<file path="src/rtl/rba_pkg.sv">
`default_nettype none
package rba_pkg;

    // Pool geometry
    localparam int POOL_BLOCKS = 1024;
    localparam int ID_W        = 10;
    localparam int DEPTH_W     = ID_W + 1;
    localparam int MAX_ALLOC   = 64;
    localparam int CNT_W       = 7;
    localparam int REF_BITS    = 8;

    // Port field widths
    localparam int FUNC_W      = 2;
    localparam int STATUS_W    = 3;
    localparam int REF_OUT_W   = 8;
    localparam int IN_TDATA_W  = 24;
    localparam int OUT_TDATA_W = 32;

    typedef logic [ID_W-1:0]     id_t;
    typedef logic [DEPTH_W-1:0]  depth_t;
    typedef logic [REF_BITS-1:0] rc_t;
    typedef logic [CNT_W-1:0]    cnt_t;

    localparam rc_t RC_MAX = '1;

    typedef enum logic [FUNC_W-1:0] {
        FUNC_ALLOC = 2'd0,
        FUNC_FREE  = 2'd1,
        FUNC_SHARE = 2'd2,
        FUNC_QUERY = 2'd3
    } func_t;

    typedef enum logic [STATUS_W-1:0] {
        STAT_GRANTED = 3'd0,
        STAT_OOM     = 3'd1,
        STAT_DONE    = 3'd2,
        STAT_IGNORED = 3'd3,
        STAT_SAT     = 3'd4,
        STAT_NONE    = 3'd5
    } status_t;

    typedef enum logic [1:0] {
        CTL_CLEAR,
        CTL_IDLE,
        CTL_ALLOC,
        CTL_WAIT
    } ctl_state_t;

    typedef enum logic [1:0] {
        PEND_GRANT,
        PEND_RMW,
        PEND_DIRECT
    } pend_kind_t;

    // Free stack port
    typedef struct packed {
        logic we;
        id_t  waddr;
        id_t  wdata;
        logic re;
        id_t  raddr;
    } stack_req_t;

    // Reference count memory port
    typedef struct packed {
        logic we;
        id_t  waddr;
        rc_t  wdata;
        logic re;
        id_t  raddr;
    } rc_req_t;

    // One result item
    typedef struct packed {
        id_t     id;
        rc_t     rc;
        depth_t  free_cnt;
        status_t status;
        logic    last;
    } result_t;

endpackage
`default_nettype wire

</file>
<file path="src/rtl/rba_ctrl.sv">
`default_nettype none
module rba_ctrl
(
    input  logic                   clk,
    input  logic                   rst_n,
    input  logic                   in_valid,
    output logic                   in_ready,
    input  rba_pkg::func_t         in_func,
    input  rba_pkg::id_t           in_id,
    input  rba_pkg::cnt_t          in_cnt,
    input  logic                   out_free,
    output logic                   res_valid,
    output rba_pkg::result_t       res,
    output rba_pkg::stack_req_t    stack_req,
    input  rba_pkg::id_t           stack_rdata,
    output rba_pkg::rc_req_t       rc_req,
    input  rba_pkg::rc_t           rc_rdata
);

    rba_pkg::ctl_state_t state_reg, state_next;
    rba_pkg::id_t        clr_addr_reg, clr_addr_next;
    rba_pkg::depth_t     depth_reg, depth_next;
    rba_pkg::depth_t     low_reg, low_next;
    rba_pkg::cnt_t       remain_reg, remain_next;

    // Pending item whose memory read data is now on the read port
    logic                pend_valid_reg, pend_valid_next;
    rba_pkg::pend_kind_t pend_kind_reg, pend_kind_next;
    rba_pkg::func_t      pend_func_reg, pend_func_next;
    rba_pkg::id_t        pend_id_reg, pend_id_next;
    rba_pkg::depth_t     pend_depth_reg, pend_depth_next;
    logic                pend_use_idx_reg, pend_use_idx_next;
    logic                pend_last_reg, pend_last_next;
    rba_pkg::status_t    pend_status_reg, pend_status_next;

    logic            accept;
    logic            consume;
    logic            issue;
    logic            in_clear;
    logic            in_alloc;
    logic            cnt_zero;
    logic            cnt_over;
    logic            cnt_oom;
    logic            alloc_ok;
    logic            id_bad;
    rba_pkg::depth_t depth_m1;
    rba_pkg::id_t    grant_blk;
    rba_pkg::rc_t    rc_dec;
    rba_pkg::rc_t    rc_inc;

    // Decode of the incoming item
    assign accept   = in_valid && in_ready;
    assign consume  = pend_valid_reg && out_free;
    assign cnt_zero = (in_cnt == '0);
    assign cnt_over = (in_cnt > rba_pkg::CNT_W'(rba_pkg::MAX_ALLOC));
    assign cnt_oom  = ({{(rba_pkg::DEPTH_W - rba_pkg::CNT_W){1'b0}}, in_cnt} > depth_reg);
    assign alloc_ok = !cnt_zero && !cnt_over && !cnt_oom;
    assign id_bad   = ({1'b0, in_id} >= rba_pkg::DEPTH_W'(rba_pkg::POOL_BLOCKS));
    assign depth_m1 = depth_reg - 1'b1;
    assign issue    = in_alloc && (!pend_valid_reg || consume);

    // Pop data below the low-water mark was never overwritten: it is the index
    assign grant_blk = pend_use_idx_reg ? pend_id_reg : stack_rdata;
    assign rc_dec    = rc_rdata - 1'b1;
    assign rc_inc    = rc_rdata + 1'b1;

    // Next state
    always_comb
    begin
        state_next = state_reg;
        case (state_reg)
            rba_pkg::CTL_CLEAR:
            begin
                if (clr_addr_reg == rba_pkg::ID_W'(rba_pkg::POOL_BLOCKS - 1))
                begin
                    state_next = rba_pkg::CTL_IDLE;
                end
            end
            rba_pkg::CTL_IDLE:
            begin
                if (accept)
                begin
                    if (in_func == rba_pkg::FUNC_ALLOC && alloc_ok)
                    begin
                        state_next = rba_pkg::CTL_ALLOC;
                    end
                    else
                    begin
                        state_next = rba_pkg::CTL_WAIT;
                    end
                end
            end
            rba_pkg::CTL_ALLOC:
            begin
                if (issue && remain_reg == rba_pkg::CNT_W'(1))
                begin
                    state_next = rba_pkg::CTL_WAIT;
                end
            end
            rba_pkg::CTL_WAIT:
            begin
                if (consume)
                begin
                    state_next = rba_pkg::CTL_IDLE;
                end
            end
            default:
            begin
                state_next = rba_pkg::CTL_IDLE;
            end
        endcase
    end

    // State decoded outputs
    always_comb
    begin
        in_ready = 1'b0;
        in_clear = 1'b0;
        in_alloc = 1'b0;
        case (state_reg)
            rba_pkg::CTL_CLEAR: in_clear = 1'b1;
            rba_pkg::CTL_IDLE:  in_ready = 1'b1;
            rba_pkg::CTL_ALLOC: in_alloc = 1'b1;
            rba_pkg::CTL_WAIT:  in_ready = 1'b0;
            default:            in_ready = 1'b0;
        endcase
    end

    // Datapath: memory requests, result and register updates
    always_comb
    begin
        clr_addr_next     = clr_addr_reg;
        depth_next        = depth_reg;
        low_next          = low_reg;
        remain_next       = remain_reg;
        pend_valid_next   = pend_valid_reg && !consume;
        pend_kind_next    = pend_kind_reg;
        pend_func_next    = pend_func_reg;
        pend_id_next      = pend_id_reg;
        pend_depth_next   = pend_depth_reg;
        pend_use_idx_next = pend_use_idx_reg;
        pend_last_next    = pend_last_reg;
        pend_status_next  = pend_status_reg;

        stack_req = '0;
        rc_req    = '0;
        res_valid = consume;
        res       = '0;

        // Count memory clearing pass after reset
        if (in_clear)
        begin
            rc_req.we     = 1'b1;
            rc_req.waddr  = clr_addr_reg;
            rc_req.wdata  = '0;
            clr_addr_next = clr_addr_reg + 1'b1;
        end

        // New item
        if (accept)
        begin
            pend_func_next   = in_func;
            pend_id_next     = in_id;
            pend_last_next   = 1'b1;
            pend_status_next = rba_pkg::STAT_IGNORED;
            if (in_func == rba_pkg::FUNC_ALLOC)
            begin
                pend_id_next = '0;
                if (alloc_ok)
                begin
                    remain_next = in_cnt;
                end
                else
                begin
                    pend_valid_next = 1'b1;
                    pend_kind_next  = rba_pkg::PEND_DIRECT;
                    if (cnt_zero)
                    begin
                        pend_status_next = rba_pkg::STAT_NONE;
                    end
                    else if (cnt_over)
                    begin
                        pend_status_next = rba_pkg::STAT_IGNORED;
                    end
                    else
                    begin
                        pend_status_next = rba_pkg::STAT_OOM;
                    end
                end
            end
            else if (id_bad)
            begin
                pend_valid_next = 1'b1;
                pend_kind_next  = rba_pkg::PEND_DIRECT;
            end
            else
            begin
                rc_req.re       = 1'b1;
                rc_req.raddr    = in_id;
                pend_valid_next = 1'b1;
                pend_kind_next  = rba_pkg::PEND_RMW;
            end
        end

        // Pop one block per cycle during an allocate, unless the output register is stalled
        if (issue)
        begin
            stack_req.re      = 1'b1;
            stack_req.raddr   = depth_m1[rba_pkg::ID_W-1:0];
            depth_next        = depth_m1;
            low_next          = (depth_m1 < low_reg) ? depth_m1 : low_reg;
            remain_next       = remain_reg - 1'b1;
            pend_valid_next   = 1'b1;
            pend_kind_next    = rba_pkg::PEND_GRANT;
            pend_id_next      = depth_m1[rba_pkg::ID_W-1:0];
            pend_use_idx_next = (depth_m1 < low_reg);
            pend_depth_next   = depth_m1;
            pend_last_next    = (remain_reg == rba_pkg::CNT_W'(1));
        end

        // Finish the pending item: write back and form the result
        case (pend_kind_reg)
            rba_pkg::PEND_GRANT:
            begin
                res.id       = grant_blk;
                res.rc       = rba_pkg::REF_BITS'(1);
                res.free_cnt = pend_depth_reg;
                res.status   = rba_pkg::STAT_GRANTED;
                res.last     = pend_last_reg;
                if (consume)
                begin
                    rc_req.we    = 1'b1;
                    rc_req.waddr = grant_blk;
                    rc_req.wdata = rba_pkg::REF_BITS'(1);
                end
            end
            rba_pkg::PEND_RMW:
            begin
                res.id       = pend_id_reg;
                res.rc       = rc_rdata;
                res.free_cnt = depth_reg;
                res.status   = rba_pkg::STAT_DONE;
                res.last     = 1'b1;
                if (pend_func_reg == rba_pkg::FUNC_QUERY)
                begin
                    res.status = rba_pkg::STAT_DONE;
                end
                else if (rc_rdata == '0)
                begin
                    res.status = rba_pkg::STAT_IGNORED;
                end
                else if (pend_func_reg == rba_pkg::FUNC_FREE)
                begin
                    res.rc = rc_dec;
                    if (consume)
                    begin
                        rc_req.we    = 1'b1;
                        rc_req.waddr = pend_id_reg;
                        rc_req.wdata = rc_dec;
                    end
                    // Last reference gone: push the block back
                    if (rc_dec == '0 && depth_reg < rba_pkg::DEPTH_W'(rba_pkg::POOL_BLOCKS))
                    begin
                        res.free_cnt = depth_reg + 1'b1;
                        if (consume)
                        begin
                            stack_req.we    = 1'b1;
                            stack_req.waddr = depth_reg[rba_pkg::ID_W-1:0];
                            stack_req.wdata = pend_id_reg;
                            depth_next      = depth_reg + 1'b1;
                        end
                    end
                end
                else if (rc_rdata == rba_pkg::RC_MAX)
                begin
                    res.status = rba_pkg::STAT_SAT;
                end
                else
                begin
                    res.rc = rc_inc;
                    if (consume)
                    begin
                        rc_req.we    = 1'b1;
                        rc_req.waddr = pend_id_reg;
                        rc_req.wdata = rc_inc;
                    end
                end
            end
            rba_pkg::PEND_DIRECT:
            begin
                res.id       = pend_id_reg;
                res.rc       = '0;
                res.free_cnt = depth_reg;
                res.status   = pend_status_reg;
                res.last     = 1'b1;
            end
            default:
            begin
                res = '0;
            end
        endcase
    end

    // Control registers
    always_ff @(posedge clk or negedge rst_n)
    begin
        if (!rst_n)
        begin
            state_reg      <= rba_pkg::CTL_CLEAR;
            clr_addr_reg   <= '0;
            depth_reg      <= rba_pkg::DEPTH_W'(rba_pkg::POOL_BLOCKS);
            low_reg        <= rba_pkg::DEPTH_W'(rba_pkg::POOL_BLOCKS);
            remain_reg     <= '0;
            pend_valid_reg <= 1'b0;
        end
        else
        begin
            state_reg      <= state_next;
            clr_addr_reg   <= clr_addr_next;
            depth_reg      <= depth_next;
            low_reg        <= low_next;
            remain_reg     <= remain_next;
            pend_valid_reg <= pend_valid_next;
        end
    end

    // Pending item payload
    always_ff @(posedge clk)
    begin
        pend_kind_reg    <= pend_kind_next;
        pend_func_reg    <= pend_func_next;
        pend_id_reg      <= pend_id_next;
        pend_depth_reg   <= pend_depth_next;
        pend_use_idx_reg <= pend_use_idx_next;
        pend_last_reg    <= pend_last_next;
        pend_status_reg  <= pend_status_next;
    end

endmodule
`default_nettype wire

</file>
<file path="config.mk">
export PLATFORM = sky130hd
export DESIGN_NAME = rba_ctrl
export DESIGN_NICKNAME = d
export VERILOG_FILES = /design/src/rtl/rba_pkg.sv /design/src/rtl/rba_ctrl.sv
export SDC_FILE = /design/constraint.sdc
export NUM_CORES = 1
export LEC_CHECK = 0
export ABC_AREA = 1
export BUFFER_PORTS_ARGS = -buffer_cell sky130_fd_sc_hd__buf_4
export CAP_MARGIN = 15
export CORE_MARGIN = 2
export CORE_UTILIZATION = 40
export DETAILED_ROUTE_END_ITERATION = 7
export GPL_TIMING_DRIVEN = 0
export PLACE_DENSITY = 0.64
export SYNTH_ARGS = -nofsm -noshare
export SYNTH_HDL_FRONTEND = slang
export SYNTH_SLANG_ARGS = --single-unit
</file>
<file path="constraint.sdc">
create_clock -name clk -period 4.4 [get_ports clk]
set_input_delay 0.66 -clock clk [delete_from_list [all_inputs] [get_ports clk]]
set_output_delay 0.66 -clock clk [all_outputs]
set_load 0.02 [all_outputs]
</file>
After elaboration in Yosys (flattened, before gate mapping)
Index checks and enable logic that the tools add are counted.
W data, S select, Z words.
{"block": "word_totals", "regBits": 72, "inputBits": 41, "wordCells": 133}
{"block": "classes", "addsub": 6, "magnitude_cmp": 4, "n_eq_ne": 15, "n_mux": 63, "n_bitwise": 1, "n_reduce_logical": 30}
{"operator": "$mux W19", "count": 10}
{"operator": "$mux W11", "count": 12}
{"operator": "$mux W21", "count": 6}
{"operator": "$pmux W33 S3", "count": 1}
{"operator": "$mux W10", "count": 4}
{"operator": "$pmux W19 S2", "count": 1}
{"operator": "$mux W7", "count": 4}
{"operator": "$logic_not A8 Y1", "count": 2}
{"operator": "$mux W8", "count": 2}
{"operator": "$mux W3", "count": 5}
{"operator": "$mux W2", "count": 7}
{"operator": "$add A11 B1 Y11 const B", "count": 1}
{"operator": "$gt A7 B11 Y1", "count": 1}
{"operator": "$lt A11 B11 Y1", "count": 1}
{"operator": "$lt A11 B11 Y1 const B", "count": 1}
{"operator": "$sub A11 B1 Y11 const B", "count": 1}
{"operator": "$add A10 B1 Y10 const B", "count": 1}
{"operator": "$eq A10 B10 Y1 const B", "count": 1}
{"operator": "$mux W1", "count": 10}
{"operator": "$ne A2 B2 Y1 const B", "count": 5}
{"operator": "$logic_and A1 B1 Y1", "count": 9}
{"operator": "$add A8 B1 Y8 const B", "count": 1}
{"operator": "$eq A2 B2 Y1 const B", "count": 4}
{"operator": "$eq A8 B8 Y1 const B", "count": 1}
{"operator": "other kinds (17)", "count": 28}

Depth between registers and ports, before layout
{"block": "logic_depth", "word_depth": 10, "mapped_depth": 18}

Least setup slack after synthesis
Ideal clock, no wire load.
{"block": "synth_path", "kind": "input to output", "from": "input port out_free", "to": "output port stack_req[0] (netlist bit)", "arrival_ns": 2.228, "t_required_ns": 3.740, "slack_ns": 1.512, "cell_stages": 7, "path_cell_list": "inv_1 > nand2_1 > nand2_1 > inv_1 > clkbuf_1 > clkbuf_1 > ha_1"}
{"element": "from (decl)", "line": "rba_ctrl.sv:11", "source": "input logic out_free,"}
{"element": "to (decl)", "line": "rba_ctrl.sv:14", "source": "output rba_pkg::stack_req_t stack_req,"}

Worst setup path in the final report
{"block": "layout_path", "from": "register depth_reg[0]", "to": "register low_reg[10]"}
{"block": "layout_via", "elab_chain_len": 3}
{"element": "from (decl)", "line": "rba_ctrl.sv:22", "source": "rba_pkg::depth_t depth_reg, depth_next;"}
{"element": "from (signal assigned)", "line": "rba_ctrl.sv:311", "source": "depth_reg <= rba_pkg::DEPTH_W'(rba_pkg::POOL_BLOCKS);"}
{"element": "from (signal assigned)", "line": "rba_ctrl.sv:320", "source": "depth_reg <= depth_next;"}
{"element": "$sub A11 B1 Y11", "line": "rba_ctrl.sv:59", "source": "assign depth_m1 = depth_reg - 1'b1;"}
{"element": "net depth_m1[0]", "line": "rba_ctrl.sv:46", "source": "rba_pkg::depth_t depth_m1;"}
{"element": "$lt A11 B11 Y1", "line": "rba_ctrl.sv:211", "source": "low_next = (depth_m1 < low_reg) ? depth_m1 : low_reg;"}
{"element": "$reduce_and A2 Y1 (no line)"}
{"element": "to (signal assigned)", "line": "rba_ctrl.sv:312", "source": "low_reg <= rba_pkg::DEPTH_W'(rba_pkg::POOL_BLOCKS);"}
{"element": "to (signal assigned)", "line": "rba_ctrl.sv:321", "source": "low_reg <= low_next;"}
{"element": "to (decl)", "line": "rba_ctrl.sv:23", "source": "rba_pkg::depth_t low_reg, low_next;"}
The timed path passes the listed nets, and every way through them passes these cells.
A chain may end at the register's enable or synchronous reset.

==> flow_summary.toml <==
[synth]
yosysSeqAreaShare = 0.318
netlist_area_um2 = 5980
yosysWarnings = 0
synth_nets = 943
syn_inst = 867
syn_avg_cell_area_um2 = 6.90
yosys.cell_types.count = 48
synth-seq-cells = 71

[cells_and_area]
antenna_cells = 0
final_area_um2 = 7540
area_delta_synth_final_pct = 25.9
nets = 1089
layout-drive-gt1-share = 0.213

[power_and_ir_drop]
powerDensity_nw_per_um2 = 672
p_leak_nw = 3.74
power.total_mw = 5.06
peakVddDrop_mv = 0.393

[placed_design]
dpl_worst_slack_ns = 0.716
dpl.hpwl_um = 15000
dpl_cell_area_um2 = 7220
place.port_buffers = 134
place.gp.congestion = 0.888

[die]
core_region_area_um2 = 14600
io-pin-count = 138
die_w_um = 126
dieArea_um2 = 16000
initial_core_util = 0.410
die_h_um = 126
row_count = 44

[sta]
fin_crit_ns = 3.59
hold_viol = 0
rsz0062_at_grt = "no"
setup_ws_ns = 0.811
slew_violations = 0
fin_tns_setup_ns = 0
fin_crit_sh = 0.816
max_freq_ghz = 0.279
fin_worst_skew_ns = 0.00688
tightestPinTransition_ns = 0.779
finalSetupViolCount = 0
maxSlewHeadroom = 0.479

[clock_network]
clkLatencyLatePin_ns = 0.34
cts_tree = "yes"
clk_transition_reported_paths_ns = 0.06
root_buffer = "clkbuf_16"
cts_setup_buffers = 0
postCtsHoldBufs = 0
cts.sinks = 71
cts-buffers-inserted = 9
cts_max_level = 3
clockBufferDepth = 2
cts_resized = 0

[route]
drtAntennaViolNets = 0
avgViaCountPerCell = 5.15
drt_drc_violations_left = 0
vias = 6195
drtPass1Iterations = 5
wl_um = 19200
drt_iter0_markers = 519
wl_per_cell_um = 16.0

[global_routing]
grt_overflow = 0
grt_max_degree = 43
gr-usage-met1 = 0.334
met2_usage = 0.395
antenna_found_initial = 0
globalRoute.busiestLayer = "met2"
track_usage = 0.242
grt_first_pass_wirelength_um = 30900
grt_pass1_vias = 5852
grt_use_met3 = 0.0333

[critical_path]
path_max_fanout = 10
endpoint_kind = "flip-flop"
crit_type = "reg2reg"
critPathLaunchType = "flip-flop"
critical_path_required_ns = 4.66
critPathArrivalTime_ns = 3.85

[worst_hold_path]
hold_path.class = "in2async"

[flow_run]
drv_cap = 0

[run_status]
status = "complete, no violations"
power breakdown:
| group | internal (mW) | switching, mW |
|---|---|---|
| Clock | 0.446 | 0.305 |
| Sequential | 0.967 | 0.196 |
| Combinational | 1.11 | 2.04 |
| Total | 2.52 | 2.54 |
cell type report:
type | instances | area [um^2]
clock inverters | 7 | 78.8
repair buffers | 135 | 1020
flip-flops and latches | 71 | 1900
multi-input cells | 636 | 3410
clock buffers | 9 | 225
plain buffers | 28 | 175
inverters | 132 | 499
well taps | 184 | 230
fillers | 1460 | 7050
path summary, 6_finish.rpt:
kind | slack, ns | depth (start not counted) | from | end
worst max-delay path | 0.81 | 13 | depth_reg[0] | low_reg[10]
max in group asynchronous | 3.64 | 1 | rst_n | low_reg[2]
worst min register to register | 0.49 | 2 | low_reg[3] | low_reg[3]
worst min-delay path | 0.34 | 1 | rst_n | state_reg[0]
min in group clk | 0.49 | 2 | low_reg[3] | low_reg[3]
worst max register to register | 0.81 | 13 | depth_reg[0] | low_reg[10]
layout by cell type (no fill, tap or decap), types with 12 or more instances in the layout:
cell type,Yosys,layout
nand2_1,199,199
buf_4,1,135
inv_1,109,109
nor2_1,102,102
o21ai_0,75,75
a21oi_1,46,46
dfrtp_1,40,40
nand3_1,39,39
ha_1,35,35
edfxtp_1,27,27
xor2_1,23,23
inv_2,18,18
o21ai_1,16,16
clkbuf_1,15,15
o211ai_1,15,15
nor3_1,12,12
layer usage:
layer  vias to the layer above  part of all wire
met3                        29             0.058
met4                         0             0.023
li1                       3119                 -
met2                       214              0.46
met1                      2833              0.46
met5                         -                 0
worst max-delay path: stages (launching register included):
cell	delay, ns
dfrtp_1	0.50
inv_1	0.33
ha_1	0.32
nand2_1	0.12
nor2_1	0.20
xor2_1	0.28
inv_1	0.09
ha_1	0.29
a21oi_1	0.17
o211ai_1	0.10
a31oi_1	0.29
nand2_1	0.27
clkbuf_1	0.29
o21ai_0	0.25
cell usage after synthesis (all sizes together):
cell type	number	area [um^2]
dfstp	2	52.6
ha	35	438
edfxtp	27	811
o221ai	1	8.76
xnor2	6	52.6
buf	13	119
o211ai	16	125
a22o	2	17.5
nand4	10	68.8
a32o	1	10.0
clkinv	4	16.3
dfrtp	40	1000
or2	1	6.26
nor4	1	6.26
nor3	12	60.1
dfxtp	2	40.0
a22oi	3	22.5
nor2	114	488
nand2	209	825
and2	1	6.26
a21boi	1	7.51
a211oi	3	22.5
inv	128	483
nand3b	4	30.0
xor2	23	201
a41oi	1	8.76
clkbuf	15	56.3
o22ai	5	31.3
a31oi	4	25.0
nand3	41	215
a21oi	46	230
o21ai	96	499
stage by stage:
step | std cells | util | hold WS, ns
floorplan | 867 | - | 0.364
global placement | 1185 | 0.495 | 0.471
detailed placement | 1185 | 0.495 | 0.479
CTS | 1201 | 0.516 | 0.364
global route | 1202 | 0.517 | 0.380
finish | 1202 | 0.517 | 0.338
cell families after synthesis:
kind of cell | count (synthesis) | synth area share
flops | 71 | 0.318
fa+ha+maj | 35 | 0.0732
compound gates | 179 | 0.169
buf+inv | 160 | 0.113
simple gates | 393 | 0.285
xor+xnor | 29 | 0.0424
(Power assumes the default switching activity.)
